**src/frm_pkg.sv**
```systemverilog
// Frame rate meter package: field widths, constants, controller states and
// the command and status structs shared by the controller and the datapath.
// Depends on nothing.
package frm_pkg;

   localparam int RING_DEPTH_DEF = 16;

   localparam int ELAPSED_W = 24;
   localparam int RATE_W = 28;
   localparam int TIME_W = 48;
   localparam int TOTAL_W = 32;

   // Three bytes carry the elapsed time; the pause flag travels in tuser.
   localparam int REQ_DATA_W = 24;
   // rate (28) + game time (48) + frame total (32) = 108, padded to 112.
   localparam int RSP_USED_W = RATE_W + TIME_W + TOTAL_W;
   localparam int RSP_DATA_W = ((RSP_USED_W + 7) / 8) * 8;

   // One second in microseconds, scaled by 256 for the Q20.8 result.
   localparam logic [RATE_W-1:0] RATE_NUMERATOR = RATE_W'(256000000);

   typedef enum logic [2:0] {
      ST_IDLE,
      ST_RATE_START,
      ST_RATE_WAIT,
      ST_RING_UPDATE,
      ST_MEAN_CHECK,
      ST_MEAN_WAIT,
      ST_EMIT
   } state_type;

   typedef struct packed {
      logic accept;      // latch the tick, advance game clock and tick count
      logic rate_start;  // start sample division, read the ring slot
      logic ring_update; // write the sample, update sum, count and slot
      logic mean_start;  // start division of the sum by the filled count
      logic load_held;   // take the mean as the held rate
      logic load_out;    // move the result into the output register
   } cmd_type;

   typedef struct packed {
      logic elapsed_zero;
      logic filled_nonzero;
      logic div_done;
      logic out_free;
   } sts_type;

endpackage

```
**src/frm_div.sv**
```systemverilog
// Iterative restoring divider, one quotient bit per cycle.
// Uses no package; instantiated by the frame rate meter datapath.
module frm_div #(
   parameter int NUM_W = 33,
   parameter int DEN_W = 24
) (
   input  logic             clock,
   input  logic             reset,
   input  logic             start,
   input  logic [NUM_W-1:0] num,
   input  logic [DEN_W-1:0] den,
   output logic [NUM_W-1:0] quo,
   output logic             done
);

   localparam int CNT_W = $clog2(NUM_W + 1);

   logic [NUM_W-1:0] quo_ff, quo_in;
   logic [DEN_W-1:0] rem_ff, rem_in;
   logic [DEN_W-1:0] den_ff, den_in;
   logic [CNT_W-1:0] cnt_ff, cnt_in;
   logic             busy_ff, busy_in;
   logic             done_ff, done_in;
   logic [DEN_W:0]   trial;
   logic [DEN_W+1:0] diff;

   assign trial = {rem_ff, quo_ff[NUM_W-1]};
   assign diff = {1'b0, trial} - {2'b00, den_ff};

   always_comb begin
      quo_in = quo_ff;
      rem_in = rem_ff;
      den_in = den_ff;
      cnt_in = cnt_ff;
      busy_in = busy_ff;
      done_in = 1'b0;
      if (start) begin
         quo_in = num;
         rem_in = '0;
         den_in = den;
         cnt_in = CNT_W'(NUM_W);
         busy_in = 1'b1;
      end else if (busy_ff) begin
         // A clear sign bit means the shifted remainder holds the divisor.
         if (!diff[DEN_W+1]) begin
            rem_in = diff[DEN_W-1:0];
            quo_in = {quo_ff[NUM_W-2:0], 1'b1};
         end else begin
            rem_in = trial[DEN_W-1:0];
            quo_in = {quo_ff[NUM_W-2:0], 1'b0};
         end
         cnt_in = cnt_ff - CNT_W'(1);
         if (cnt_ff == CNT_W'(1)) begin
            busy_in = 1'b0;
            done_in = 1'b1;
         end
      end
   end

   always_ff @(posedge clock) begin
      quo_ff <= quo_in;
      rem_ff <= rem_in;
      den_ff <= den_in;
      cnt_ff <= cnt_in;
      if (reset) begin
         busy_ff <= 1'b0;
         done_ff <= 1'b0;
      end else begin
         busy_ff <= busy_in;
         done_ff <= done_in;
      end
   end

   assign quo = quo_ff;
   assign done = done_ff;

endmodule

```
**src/frm_dpath.sv**
```systemverilog
// Frame rate meter datapath: sample ring, running sum, clocks, shared divider
// and output register. Depends on frm_pkg and frm_div.
module frm_dpath #(
   parameter int RING_DEPTH = frm_pkg::RING_DEPTH_DEF
) (
   input  logic                             clock,
   input  logic                             reset,
   input  frm_pkg::cmd_type                 cmd,
   output frm_pkg::sts_type                 sts,
   input  logic [frm_pkg::ELAPSED_W-1:0]    req_elapsed_us,
   input  logic                             req_paused,
   input  logic                             rsp_tready,
   output logic                             rsp_tvalid,
   output logic [frm_pkg::RATE_W-1:0]       rsp_rate_q8,
   output logic [frm_pkg::TIME_W-1:0]       rsp_game_time_us,
   output logic [frm_pkg::TOTAL_W-1:0]      rsp_frame_total
);

   import frm_pkg::*;

   localparam int IDX_W = (RING_DEPTH > 1) ? $clog2(RING_DEPTH) : 1;
   localparam int CNT_W = $clog2(RING_DEPTH + 1);
   localparam int SUM_W = RATE_W + $clog2(RING_DEPTH + 1);

   logic [RATE_W-1:0]    ring_mem [RING_DEPTH];
   logic [RING_DEPTH-1:0] valid_ff;
   logic [RATE_W-1:0]    old_q_ff;
   logic                 old_valid_ff;
   logic [RATE_W-1:0]    old_rate;

   logic [ELAPSED_W-1:0] elapsed_ff;
   logic [IDX_W-1:0]     slot_ff, slot_in;
   logic [CNT_W-1:0]     filled_ff;
   logic [SUM_W-1:0]     sum_ff;
   logic [RATE_W-1:0]    held_ff;
   logic [TIME_W-1:0]    clock_ff;
   logic [TOTAL_W-1:0]   ticks_ff;

   logic                 out_valid_ff;
   logic [RATE_W-1:0]    out_rate_ff;
   logic [TIME_W-1:0]    out_time_ff;
   logic [TOTAL_W-1:0]   out_total_ff;

   logic                 div_start;
   logic [SUM_W-1:0]     div_num;
   logic [ELAPSED_W-1:0] div_den;
   logic [SUM_W-1:0]     div_quo;
   logic                 div_done;

   assign div_start = cmd.rate_start | cmd.mean_start;
   assign div_num = cmd.rate_start ? SUM_W'(RATE_NUMERATOR) : sum_ff;
   assign div_den = cmd.rate_start ? elapsed_ff : ELAPSED_W'(filled_ff);

   frm_div #(
      .NUM_W(SUM_W),
      .DEN_W(ELAPSED_W)
   ) u_div (
      .clock(clock),
      .reset(reset),
      .start(div_start),
      .num(div_num),
      .den(div_den),
      .quo(div_quo),
      .done(div_done)
   );

   // An entry that was never written since reset reads as empty.
   assign old_rate = old_valid_ff ? old_q_ff : '0;
   assign slot_in = (slot_ff == IDX_W'(RING_DEPTH - 1)) ? '0 : slot_ff + IDX_W'(1);

   always_ff @(posedge clock) begin
      if (cmd.rate_start) begin
         old_q_ff <= ring_mem[slot_ff];
      end
      if (cmd.ring_update) begin
         ring_mem[slot_ff] <= div_quo[RATE_W-1:0];
      end
   end

   always_ff @(posedge clock) begin
      if (cmd.accept) begin
         elapsed_ff <= req_elapsed_us;
      end
      if (cmd.load_out) begin
         out_rate_ff <= held_ff;
         out_time_ff <= clock_ff;
         out_total_ff <= ticks_ff;
      end
   end

   always_ff @(posedge clock) begin
      if (reset) begin
         valid_ff <= '0;
         old_valid_ff <= 1'b0;
         slot_ff <= '0;
         filled_ff <= '0;
         sum_ff <= '0;
         held_ff <= '0;
         clock_ff <= '0;
         ticks_ff <= '0;
         out_valid_ff <= 1'b0;
      end else begin
         if (cmd.accept) begin
            if (!req_paused) begin
               clock_ff <= clock_ff + TIME_W'(req_elapsed_us);
            end
            ticks_ff <= ticks_ff + TOTAL_W'(1);
         end
         if (cmd.rate_start) begin
            old_valid_ff <= valid_ff[slot_ff];
         end
         if (cmd.ring_update) begin
            valid_ff[slot_ff] <= 1'b1;
            sum_ff <= sum_ff - SUM_W'(old_rate) + SUM_W'(div_quo[RATE_W-1:0]);
            if (!old_valid_ff) begin
               filled_ff <= filled_ff + CNT_W'(1);
            end
            slot_ff <= slot_in;
         end
         if (cmd.load_held) begin
            held_ff <= div_quo[RATE_W-1:0];
         end
         if (cmd.load_out) begin
            out_valid_ff <= 1'b1;
         end else if (rsp_tready) begin
            out_valid_ff <= 1'b0;
         end
      end
   end

   always_comb begin
      sts.elapsed_zero = (elapsed_ff == '0);
      sts.filled_nonzero = (filled_ff != '0);
      sts.div_done = div_done;
      sts.out_free = !out_valid_ff || rsp_tready;
   end

   assign rsp_tvalid = out_valid_ff;
   assign rsp_rate_q8 = out_rate_ff;
   assign rsp_game_time_us = out_time_ff;
   assign rsp_frame_total = out_total_ff;

endmodule

```
**src/frm_ctrl.sv**
```systemverilog
// Frame rate meter controller: sequences one tick through the datapath.
// Depends on frm_pkg.
module frm_ctrl (
   input  logic             clock,
   input  logic             reset,
   input  logic             req_tvalid,
   output logic             req_tready,
   input  frm_pkg::sts_type sts,
   output frm_pkg::cmd_type cmd
);

   import frm_pkg::*;

   state_type state_ff, state_in;

   always_comb begin
      state_in = state_ff;
      unique case (state_ff)
         ST_IDLE: begin
            if (req_tvalid) state_in = ST_RATE_START;
         end
         ST_RATE_START: begin
            state_in = sts.elapsed_zero ? ST_MEAN_CHECK : ST_RATE_WAIT;
         end
         ST_RATE_WAIT: begin
            if (sts.div_done) state_in = ST_RING_UPDATE;
         end
         ST_RING_UPDATE: begin
            state_in = ST_MEAN_CHECK;
         end
         ST_MEAN_CHECK: begin
            state_in = sts.filled_nonzero ? ST_MEAN_WAIT : ST_EMIT;
         end
         ST_MEAN_WAIT: begin
            if (sts.div_done) state_in = ST_EMIT;
         end
         ST_EMIT: begin
            if (sts.out_free) state_in = ST_IDLE;
         end
         default: begin
            state_in = ST_IDLE;
         end
      endcase
   end

   always_comb begin
      cmd = '0;
      req_tready = 1'b0;
      unique case (state_ff)
         ST_IDLE: begin
            req_tready = 1'b1;
            cmd.accept = req_tvalid;
         end
         ST_RATE_START: begin
            cmd.rate_start = !sts.elapsed_zero;
         end
         ST_RATE_WAIT: begin
         end
         ST_RING_UPDATE: begin
            cmd.ring_update = 1'b1;
         end
         ST_MEAN_CHECK: begin
            cmd.mean_start = sts.filled_nonzero;
         end
         ST_MEAN_WAIT: begin
            cmd.load_held = sts.div_done;
         end
         ST_EMIT: begin
            cmd.load_out = sts.out_free;
         end
         default: begin
         end
      endcase
   end

   always_ff @(posedge clock) begin
      if (reset) begin
         state_ff <= ST_IDLE;
      end else begin
         state_ff <= state_in;
      end
   end

endmodule

```
**src/frame_rate_meter_core.sv**
```systemverilog
// Frame rate meter, top level: stream ports, controller and datapath.
// Depends on frm_pkg, frm_ctrl and frm_dpath (which holds frm_div).
//
// Each input transaction is one frame tick: the microseconds elapsed since
// the previous tick and a pause flag. Every tick yields exactly one result
// transaction carrying the averaged frame rate in unsigned Q20.8 frames per
// second, the game time in microseconds (paused ticks add nothing; wraps at
// 2^48) and the number of ticks seen including this one (wraps at 2^32).
// A tick with a nonzero elapsed time stores the instantaneous rate,
// floor(256000000 / elapsed), in a ring of the last RING_DEPTH samples, and
// the reported rate is the floor of the mean of the filled slots. A tick with
// zero elapsed time stores nothing, and while the ring is still empty the
// rate reported is zero. The block works on one tick at a time. Both the
// sample and the mean come from one shared restoring divider that produces a
// quotient bit per cycle over the width of the running sum, 28 plus
// clog2(RING_DEPTH + 1) bits; a tick needs one division fewer when the elapsed
// time is zero. The result sits in an output register, so the next tick is
// accepted while the previous result still waits. The ring needs no clearing
// pass: a valid bit per slot, cleared by reset, marks the slots written so far.
module frame_rate_meter_core #(
   parameter int RING_DEPTH = frm_pkg::RING_DEPTH_DEF
) (
   input  logic                            clock,
   input  logic                            reset,
   input  logic                            req_tvalid,
   output logic                            req_tready,
   // [23:0] elapsed_us
   input  logic [frm_pkg::REQ_DATA_W-1:0]  req_tdata,
   // [0] paused
   input  logic                            req_tuser,
   output logic                            rsp_tvalid,
   input  logic                            rsp_tready,
   // [27:0] rate_q8, [75:28] game_time_us, [107:76] frame_total, rest zero
   output logic [frm_pkg::RSP_DATA_W-1:0]  rsp_tdata
);

   import frm_pkg::*;

   cmd_type            cmd;
   sts_type            sts;
   logic [RATE_W-1:0]  rsp_rate_q8;
   logic [TIME_W-1:0]  rsp_game_time_us;
   logic [TOTAL_W-1:0] rsp_frame_total;

   // The controller steps through sample division, ring update, mean
   // division and hand-over to the output register.
   frm_ctrl u_ctrl (
      .clock(clock),
      .reset(reset),
      .req_tvalid(req_tvalid),
      .req_tready(req_tready),
      .sts(sts),
      .cmd(cmd)
   );

   frm_dpath #(
      .RING_DEPTH(RING_DEPTH)
   ) u_dpath (
      .clock(clock),
      .reset(reset),
      .cmd(cmd),
      .sts(sts),
      .req_elapsed_us(req_tdata[ELAPSED_W-1:0]),
      .req_paused(req_tuser),
      .rsp_tready(rsp_tready),
      .rsp_tvalid(rsp_tvalid),
      .rsp_rate_q8(rsp_rate_q8),
      .rsp_game_time_us(rsp_game_time_us),
      .rsp_frame_total(rsp_frame_total)
   );

   // Pack the result fields, lowest field first, padded to whole bytes.
   assign rsp_tdata = RSP_DATA_W'({rsp_frame_total, rsp_game_time_us, rsp_rate_q8});

   // Once a tick is taken the block is busy with it on the next cycle.
   a_busy_after_accept: assert property (@(posedge clock) disable iff (reset)
      req_tvalid && req_tready |=> !req_tready)
      else $error("input accepted again straight after a tick was taken");

   // The output register is only loaded when its old result has gone.
   a_no_overwrite: assert property (@(posedge clock) disable iff (reset)
      cmd.load_out |-> (!rsp_tvalid || rsp_tready))
      else $error("pending result overwritten");

   // The divider only finishes while a tick is being processed.
   a_div_in_flight: assert property (@(posedge clock) disable iff (reset)
      sts.div_done |-> !req_tready)
      else $error("divider finished while the block was idle");

   // Sample and mean divisions never start together.
   a_one_division: assert property (@(posedge clock) disable iff (reset)
      !(cmd.rate_start && cmd.mean_start))
      else $error("two divisions started in the same cycle");

endmodule
```
**config.mk**
```make
export PLATFORM = sky130hd
export DESIGN_NAME = frame_rate_meter_core
export DESIGN_NICKNAME = d
export VERILOG_FILES = /design/src/frm_pkg.sv /design/src/frm_div.sv /design/src/frm_dpath.sv /design/src/frm_ctrl.sv /design/src/frame_rate_meter_core.sv
export SDC_FILE = /design/constraint.sdc
export NUM_CORES = 1
export LEC_CHECK = 0
export BUFFER_PORTS_ARGS = -buffer_cell sky130_fd_sc_hd__buf_2
export CORE_ASPECT_RATIO = 0.7
export CORE_MARGIN = 5
export CORE_UTILIZATION = 41
export DETAILED_ROUTE_END_ITERATION = 16
export HOLD_SLACK_MARGIN = 0.15
export PLACE_DENSITY = 0.67
export SETUP_SLACK_MARGIN = 0.2
export SLEW_MARGIN = 20
export SYNTH_ARGS = -nofsm -noshare
export SYNTH_HDL_FRONTEND = slang
export SYNTH_SLANG_ARGS = --single-unit
```
**constraint.sdc**
```tcl
create_clock -name clock -period 6.1 [get_ports clock]
set_clock_uncertainty 0.1 [all_clocks]
set_input_delay 1.22 -clock clock [delete_from_list [all_inputs] [get_ports clock]]
set_output_delay 1.22 -clock clock [all_outputs]
set_load 0.1 [all_outputs]
```
=== After elaboration in Yosys (flattened, before gate mapping) ===
Memories as Yosys holds them, arrays and structs flattened. A register that Yosys moved wholly into a read port is not among the register bits.
Index checks and enable logic that the tools add are counted.

* RAM bits: 448
* Register bits after elaboration: 392
* Memories kept: 1
* Input bits: 29
* Output and inout port bits: 114
* Word-level logic and storage cells: 96

{| class="wikitable"
|+ Memories
! name !! depth !! bits a word !! rd ports !! clocked after memory_dff !! wr ports !! line !! text
|-
| u_dpath.ring_mem || 16 || 28 || 1 || 1 || 1 || frm_dpath.sv:25 || <nowiki>logic [RATE_W-1:0] ring_mem [RING_DEPTH];</nowiki>
|}

* Equality and inequality tests: 12
* Add/subtract/negate cells: 8
* Reductions and logical operators: 13
* Bitwise operators: 5
* Mux-type cells: 34
* Magnitude comparators: 2

{| class="wikitable"
|+ Operators with widths
! kind !! number
|-
| $mux 33 || 3
|-
| $add 48x24->48 || 1
|-
| $add 33x28->33 || 1
|-
| $sub 33x28->33 || 1
|-
| $add 32x1->32 const B || 1
|-
| $mux 28 || 1
|-
| $sub 25x24->26 || 1
|-
| $logic_not 24->1 || 1
|-
| $mux 24 || 1
|-
| $pmux 3 s7 || 1
|-
| $mux 1 || 18
|-
| $or 16x16->16 || 1
|-
| $mux 3 || 5
|-
| $eq 3x3->1 const B || 3
|-
| $eq 3x2->1 const B || 2
|-
| $eq 6x1->1 const B || 1
|-
| $ne 2x1->1 const B || 3
|-
| $sub 6x1->6 const B || 1
|-
| $add 5x1->5 const B || 1
|-
| $lt 4x5->1 const B || 1
|-
| $mux 5 || 1
|-
| $reduce_bool 5->1 || 1
|-
| $add 4x1->4 const B || 1
|-
| $bmux 1 s4 || 1
|-
| 17 further kinds || 22
|}

=== Depth between registers and ports, before layout ===
* Word-level depth: 5
* Depth in mapped cells: 15
* Gate-level depth less buffers: 14

=== Cells and area by module ===
A second synthesis with hierarchy kept.

* Cells, all modules: 2,702
* Area total of the unflattened synthesis: 38,235.4 um^2

{| class="wikitable"
|+ Modules (own cells, without submodules)
! module !! instances !! area each (um^2) !! cells an instance !! seq. area each (um^2)
|-
| frm_dpath || 1 || 32,865.3 || 2,166 || 21,620.7
|-
| frm_div || 1 || 5,057.4 || 493 || 2,352.3
|-
| frm_ctrl || 1 || 279.0 || 38 || 60.1
|-
| frame_rate_meter_core || 1 || 33.8 || 5 || 0.0
|}

=== Worst setup path before layout ===
No wires, ideal clock.

* Path type: register -> register
* From: register u_ctrl.state_ff[0]
* To: register u_dpath.u_div.den_ff[2] (data pin)
* Stages on the path, launching flop included: 5
* Path slack: 1.082 ns
* Arrival: 4.658 ns
* Clock period less this slack: 5.018 ns
* Buffers on the path: 1
* Required time: 5.740 ns
* Library setup time: 0.260 ns
* Cell sequence: dfxtp_1 -> clkbuf_1 -> inv_1 -> nor4_1 -> mux2_2

{| class="wikitable"
|+ RTL lines
! item !! line !! text
|-
| start: declaration || frm_ctrl.sv:14 || <nowiki>state_type state_ff, state_in;</nowiki>
|-
| start signal: assignment || frm_ctrl.sv:80 || <nowiki>state_ff <= state_in;</nowiki>
|-
| end signal: assignment || frm_div.sv:63 || <nowiki>den_ff <= den_in;</nowiki>
|-
| end: declaration || frm_div.sv:20 || <nowiki>logic [DEN_W-1:0] den_ff, den_in;</nowiki>
|}

=== Worst setup path in the final report ===
* From: register u_dpath.u_div.quo_ff[1] (netlist: u_dpath.u_div.quo[1])
* To: register u_dpath.sum_ff[32]

* Cells in the longest elaborated chain, start to end: 1

{| class="wikitable"
|+ Ends and longest elaborated chain
! item !! line !! text
|-
| start: declaration || frm_div.sv:18 || <nowiki>logic [NUM_W-1:0] quo_ff, quo_in;</nowiki>
|-
| start signal: assignment || frm_div.sv:61 || <nowiki>quo_ff <= quo_in;</nowiki>
|-
| $add 33x28->33 || frm_dpath.sv:114 || <nowiki>sum_ff <= sum_ff - SUM_W'(old_rate) + SUM_W'(div_quo[RATE_W-1:0]);</nowiki>
|-
| end signal: assignment || frm_dpath.sv:114 ||
|-
| end: declaration || frm_dpath.sv:34 || <nowiki>logic [SUM_W-1:0] sum_ff;</nowiki>
|}

No other way between the ends.
A chain may end at the register's enable or synchronous reset.

==> metrics.md <==
| Metric | Value |
|---|---|
| # DRC | `0` |
| Crit path arrival time | `5270 ps` |
| Detail Route Antenna Nets | `0` |
| PostCTS Resize Cnt | `0` |
| Mapped Area | `37200 um2` |
| Pwr/cell area | `361 nW/um2` |
| Placed instance count | `3934` |
| Drt pass-1 iters | `5` |
| Die Width | `370 um` |
| Routed Wire Length | `86500 um` |
| First-pass GRT wire length | `131000 um` |
| Achievable frequency | `207 MHz` |
| CP Capture Type | `flop` |
| Synth unique cells | `74` |
| Setup TNS | `0 ps` |
| Clock sink total | `868` |
| Initial antenna violation count | `0` |
| Chip height | `262 um` |
| IO Pins | `143` |
| Leak pwr | `14.4 nW` |
| Fin crit share | `79.2%` |
| Vias in the first global route | `20963` |
| Final net count | `2942` |
| Root buffer cell | `clkbuf_16` |
| Worst hold path type | `reg -> reg` |
| Hold buffer count at CTS | `0` |
| Total track usage | `17.6%` |
| VDD IR max | `0.243 mV` |
| RSZ-0062 raised after global routing | `false` |
| Synth async-reset ratio | `0%` |
| CTS H-tree depth | `3` |
| Slew HR | `23.8%` |
| Insertion delay to the later sink of the worst-skew pair | `650 ps` |
| CTS Buffer Depth | `3` |
| GRT overflow | `0` |
| WP data required | `6540 ps` |
| Outcome | `complete, no violations` |
| Pin count of the biggest net entering global routing | `101` |
| Area leader, netlist | `edfxtp_1` |
| Fin crit period | `4830 ps` |
| Crit path max fanout | `18` |
| Synth top area share | `53.7%` |
| Detailed-route vias per instance | `5.40` |
| Initial DRC count | `2240` |
| CTS tree | `built` |
| Register area share after synthesis | `64.7%` |
| Max Cap Violations | `0` |
| Worst-path clk slew | `60 ps` |
| Final HPWL DP | `54100 um` |
| Slew @ Worst Pin | `1140 ps` |
| Hold depth | `0` |
| Endpoints failing setup | `0` |
| Slew Viols, Final | `0` |
| Reg2Reg Setup Slack | `1270 ps` |
| Kind of critical path | `reg -> reg` |
| Num rows | `92` |
| Port Buf Inserts | `138` |
| EDFF count, synth | `665` |
| Ys Warns | `0` |
| FF+latch count, synth | `868` |
| Endpoints failing hold | `0` |
| Count leader, synth | `edfxtp_1` |
| Worst setup SP type | `flop` |
| Top post-synthesis cells by count | `665 x edfxtp_1, 203 x dfxtp_1, 194 x nand2_1, 184 x nor2_1` |
| Layout Utilization | `46.7%` |
| DIE AREA | `96900 um2` |
| P&R area growth vs syn | `13.0%` |
| Post-synth top flop | `edfxtp_1` |
| Gpl congestion | `0.848` |
| Synth Instances | `2648` |
| FF-to-FF path depth | `13` |
| Ranking of synthesized cells by area | `edfxtp_1 54%, dfxtp_1 11%, mux4_2 8.8%` |
| Num CTS Buffers | `79` |
| Initial Util | `41.3%` |
| DR vias | `22058` |
| Mean Syn Cell Area | `14.0 um2` |
| WL per Instance | `21.2 um` |
| Share of layout cells above drive strength 1 | `17.5%` |
| Final std cells w/o fill | `4083` |
| Core ar. | `90000 um2` |
| Post-CTS setup buffer count | `0` |
## registers in the layout (all words and copies together), names as in the netlist, 4 cells and up
signal / count
u_dpath.clock_ff: 48
u_dpath.elapsed_ff: 24
u_dpath.filled_ff: 5
u_dpath.held_ff: 28
u_dpath.old_q_ff: 28
u_dpath.ring_mem: 448
u_dpath.rsp_frame_total: 32
u_dpath.rsp_game_time_us: 48
u_dpath.rsp_rate_q8: 28
u_dpath.slot_ff: 4
u_dpath.sum_ff: 33
u_dpath.ticks_ff: 32
u_dpath.u_div.cnt_ff: 6
u_dpath.u_div.den_ff: 24
u_dpath.u_div.quo: 33
u_dpath.u_div.rem_ff: 24
u_dpath.valid_ff: 16
## power breakdown
group | switching [mW] | total (mW) | leakage [nW] | internal [mW]
Combinational | 1.78 | 2.97 | 5.52 | 1.20
Clock | 2.25 | 4.91 | 1.24 | 2.66
Sequential | 0.396 | 7.29 | 7.60 | 6.89
Total | 4.42 | 15.2 | 14.4 | 10.7
## worst max-delay path, cell delays in order (launching register included)
cell and delay (ps):
edfxtp_1 690, inv_1 170, fa_1 560, inv_1 70
fa_1 480, a211oi_1 260, nor2_1 130, o2111a_2 330
a2111oi_4 490, o21ai_2 140, a2111o_1 500, a311oi_2 270
mux2i_1 230, mux2_1 330
## path summary, 6_finish.rpt
path,start,endpoint
setup / recovery,u_dpath.u_div.quo[1]$_DFFE_PP_,u_dpath.sum_ff[32]$_SDFFE_PP0P_
hold / removal,u_dpath.held_ff[3]$_SDFFE_PP0P_,u_dpath.rsp_rate_q8[3]$_DFFE_PP_
setup reg to reg,u_dpath.u_div.quo[1]$_DFFE_PP_,u_dpath.sum_ff[32]$_SDFFE_PP0P_
hold reg to reg,u_dpath.held_ff[3]$_SDFFE_PP0P_,u_dpath.rsp_rate_q8[3]$_DFFE_PP_
## layout make-up
| class | instances | area (um2) |
|---|---|---|
| Inverter | 176 | 661 |
| Antenna cell | 1 | 2.50 |
| Clock inverter | 40 | 397 |
| Sequential cell | 868 | 24000 |
| Tap cell | 1222 | 1530 |
| Fill cell | 7870 | 48000 |
| Timing Repair Buffer | 176 | 1030 |
| Clock buffer | 108 | 2160 |
| Multi-Input combinational cell | 1492 | 12200 |
## logic make-up (layout without fill, tap and decap cells)
family	Yosys count	after routing	share of synthesized area [%]
xor+xnor	88	88	2.07
buf+inv	291	500	2.98
other cells	1	5	0.0101
simple gates	656	656	8.42
flops	868	868	64.7
mux	190	190	10.1
compound gates	434	434	7.11
fa+ha+maj	120	120	4.65
## routing by layer
layer	vias up	GRT usage (%)	routed length (um)
met5	-	0	0
met4	0	4.01	1740
met3	130	4.18	7240
met2	813	24.5	35500
met1	10982	27.9	42000
li1	10133	-	-
## per-stage QoR
| step | hold WS [ps] | setup WS, ps | instance area, um2 | power (mW) |
|---|---|---|---|---|
| floorplan | 308 | 1080 | 37200 | 9.61 |
| global placement | 310 | 1220 | 39400 | 10.3 |
| detailed placement | 315 | 1100 | 39400 | 10.3 |
| CTS | 332 | 1090 | 42000 | 15.2 |
| global route | 334 | 1020 | 42000 | 15.9 |
| finish | 329 | 1270 | 42000 | 15.2 |
## placed cells by master (no fill, tap or decap), types with 9 or more instances in the layout
| master | Yosys | layout |
|---|---|---|
| o21ai_0 | 84 | 84 |
| o211ai_1 | 12 | 12 |
| buf_2 | 1 | 137 |
| a21oi_1 | 176 | 176 |
| or3_1 | 15 | 15 |
| nand2_1 | 194 | 194 |
| a31oi_1 | 11 | 11 |
| fa_1 | 30 | 30 |
| nand2b_1 | 20 | 19 |
| mux4_2 | 145 | 145 |
| clkbuf_1 | 91 | 22 |
| nor2b_1 | 30 | 29 |
| mux2_2 | 24 | 24 |
| nand4_1 | 18 | 18 |
| nor2_1 | 184 | 171 |
| edfxtp_1 | 665 | 665 |
| nand3_1 | 50 | 49 |
| a211oi_1 | 15 | 15 |
| and3_1 | 42 | 41 |
| xnor2_1 | 45 | 45 |
| nor3_1 | 25 | 21 |
| clkinv_1 | 0 | 9 |
| inv_1 | 176 | 175 |
| and2_1 | 37 | 37 |
| a21o_1 | 35 | 35 |
| o21a_1 | 16 | 16 |
| o22ai_1 | 23 | 23 |
| dfxtp_1 | 203 | 198 |
| buf_4 | 4 | 35 |
| clkinv_2 | 0 | 13 |
| ha_1 | 90 | 90 |
| clkbuf_16 | 0 | 79 |
| mux2i_1 | 20 | 20 |
| nor2_4 | 0 | 13 |
| xor2_1 | 43 | 43 |
Note: power is estimated with default switching activity, not from simulation.
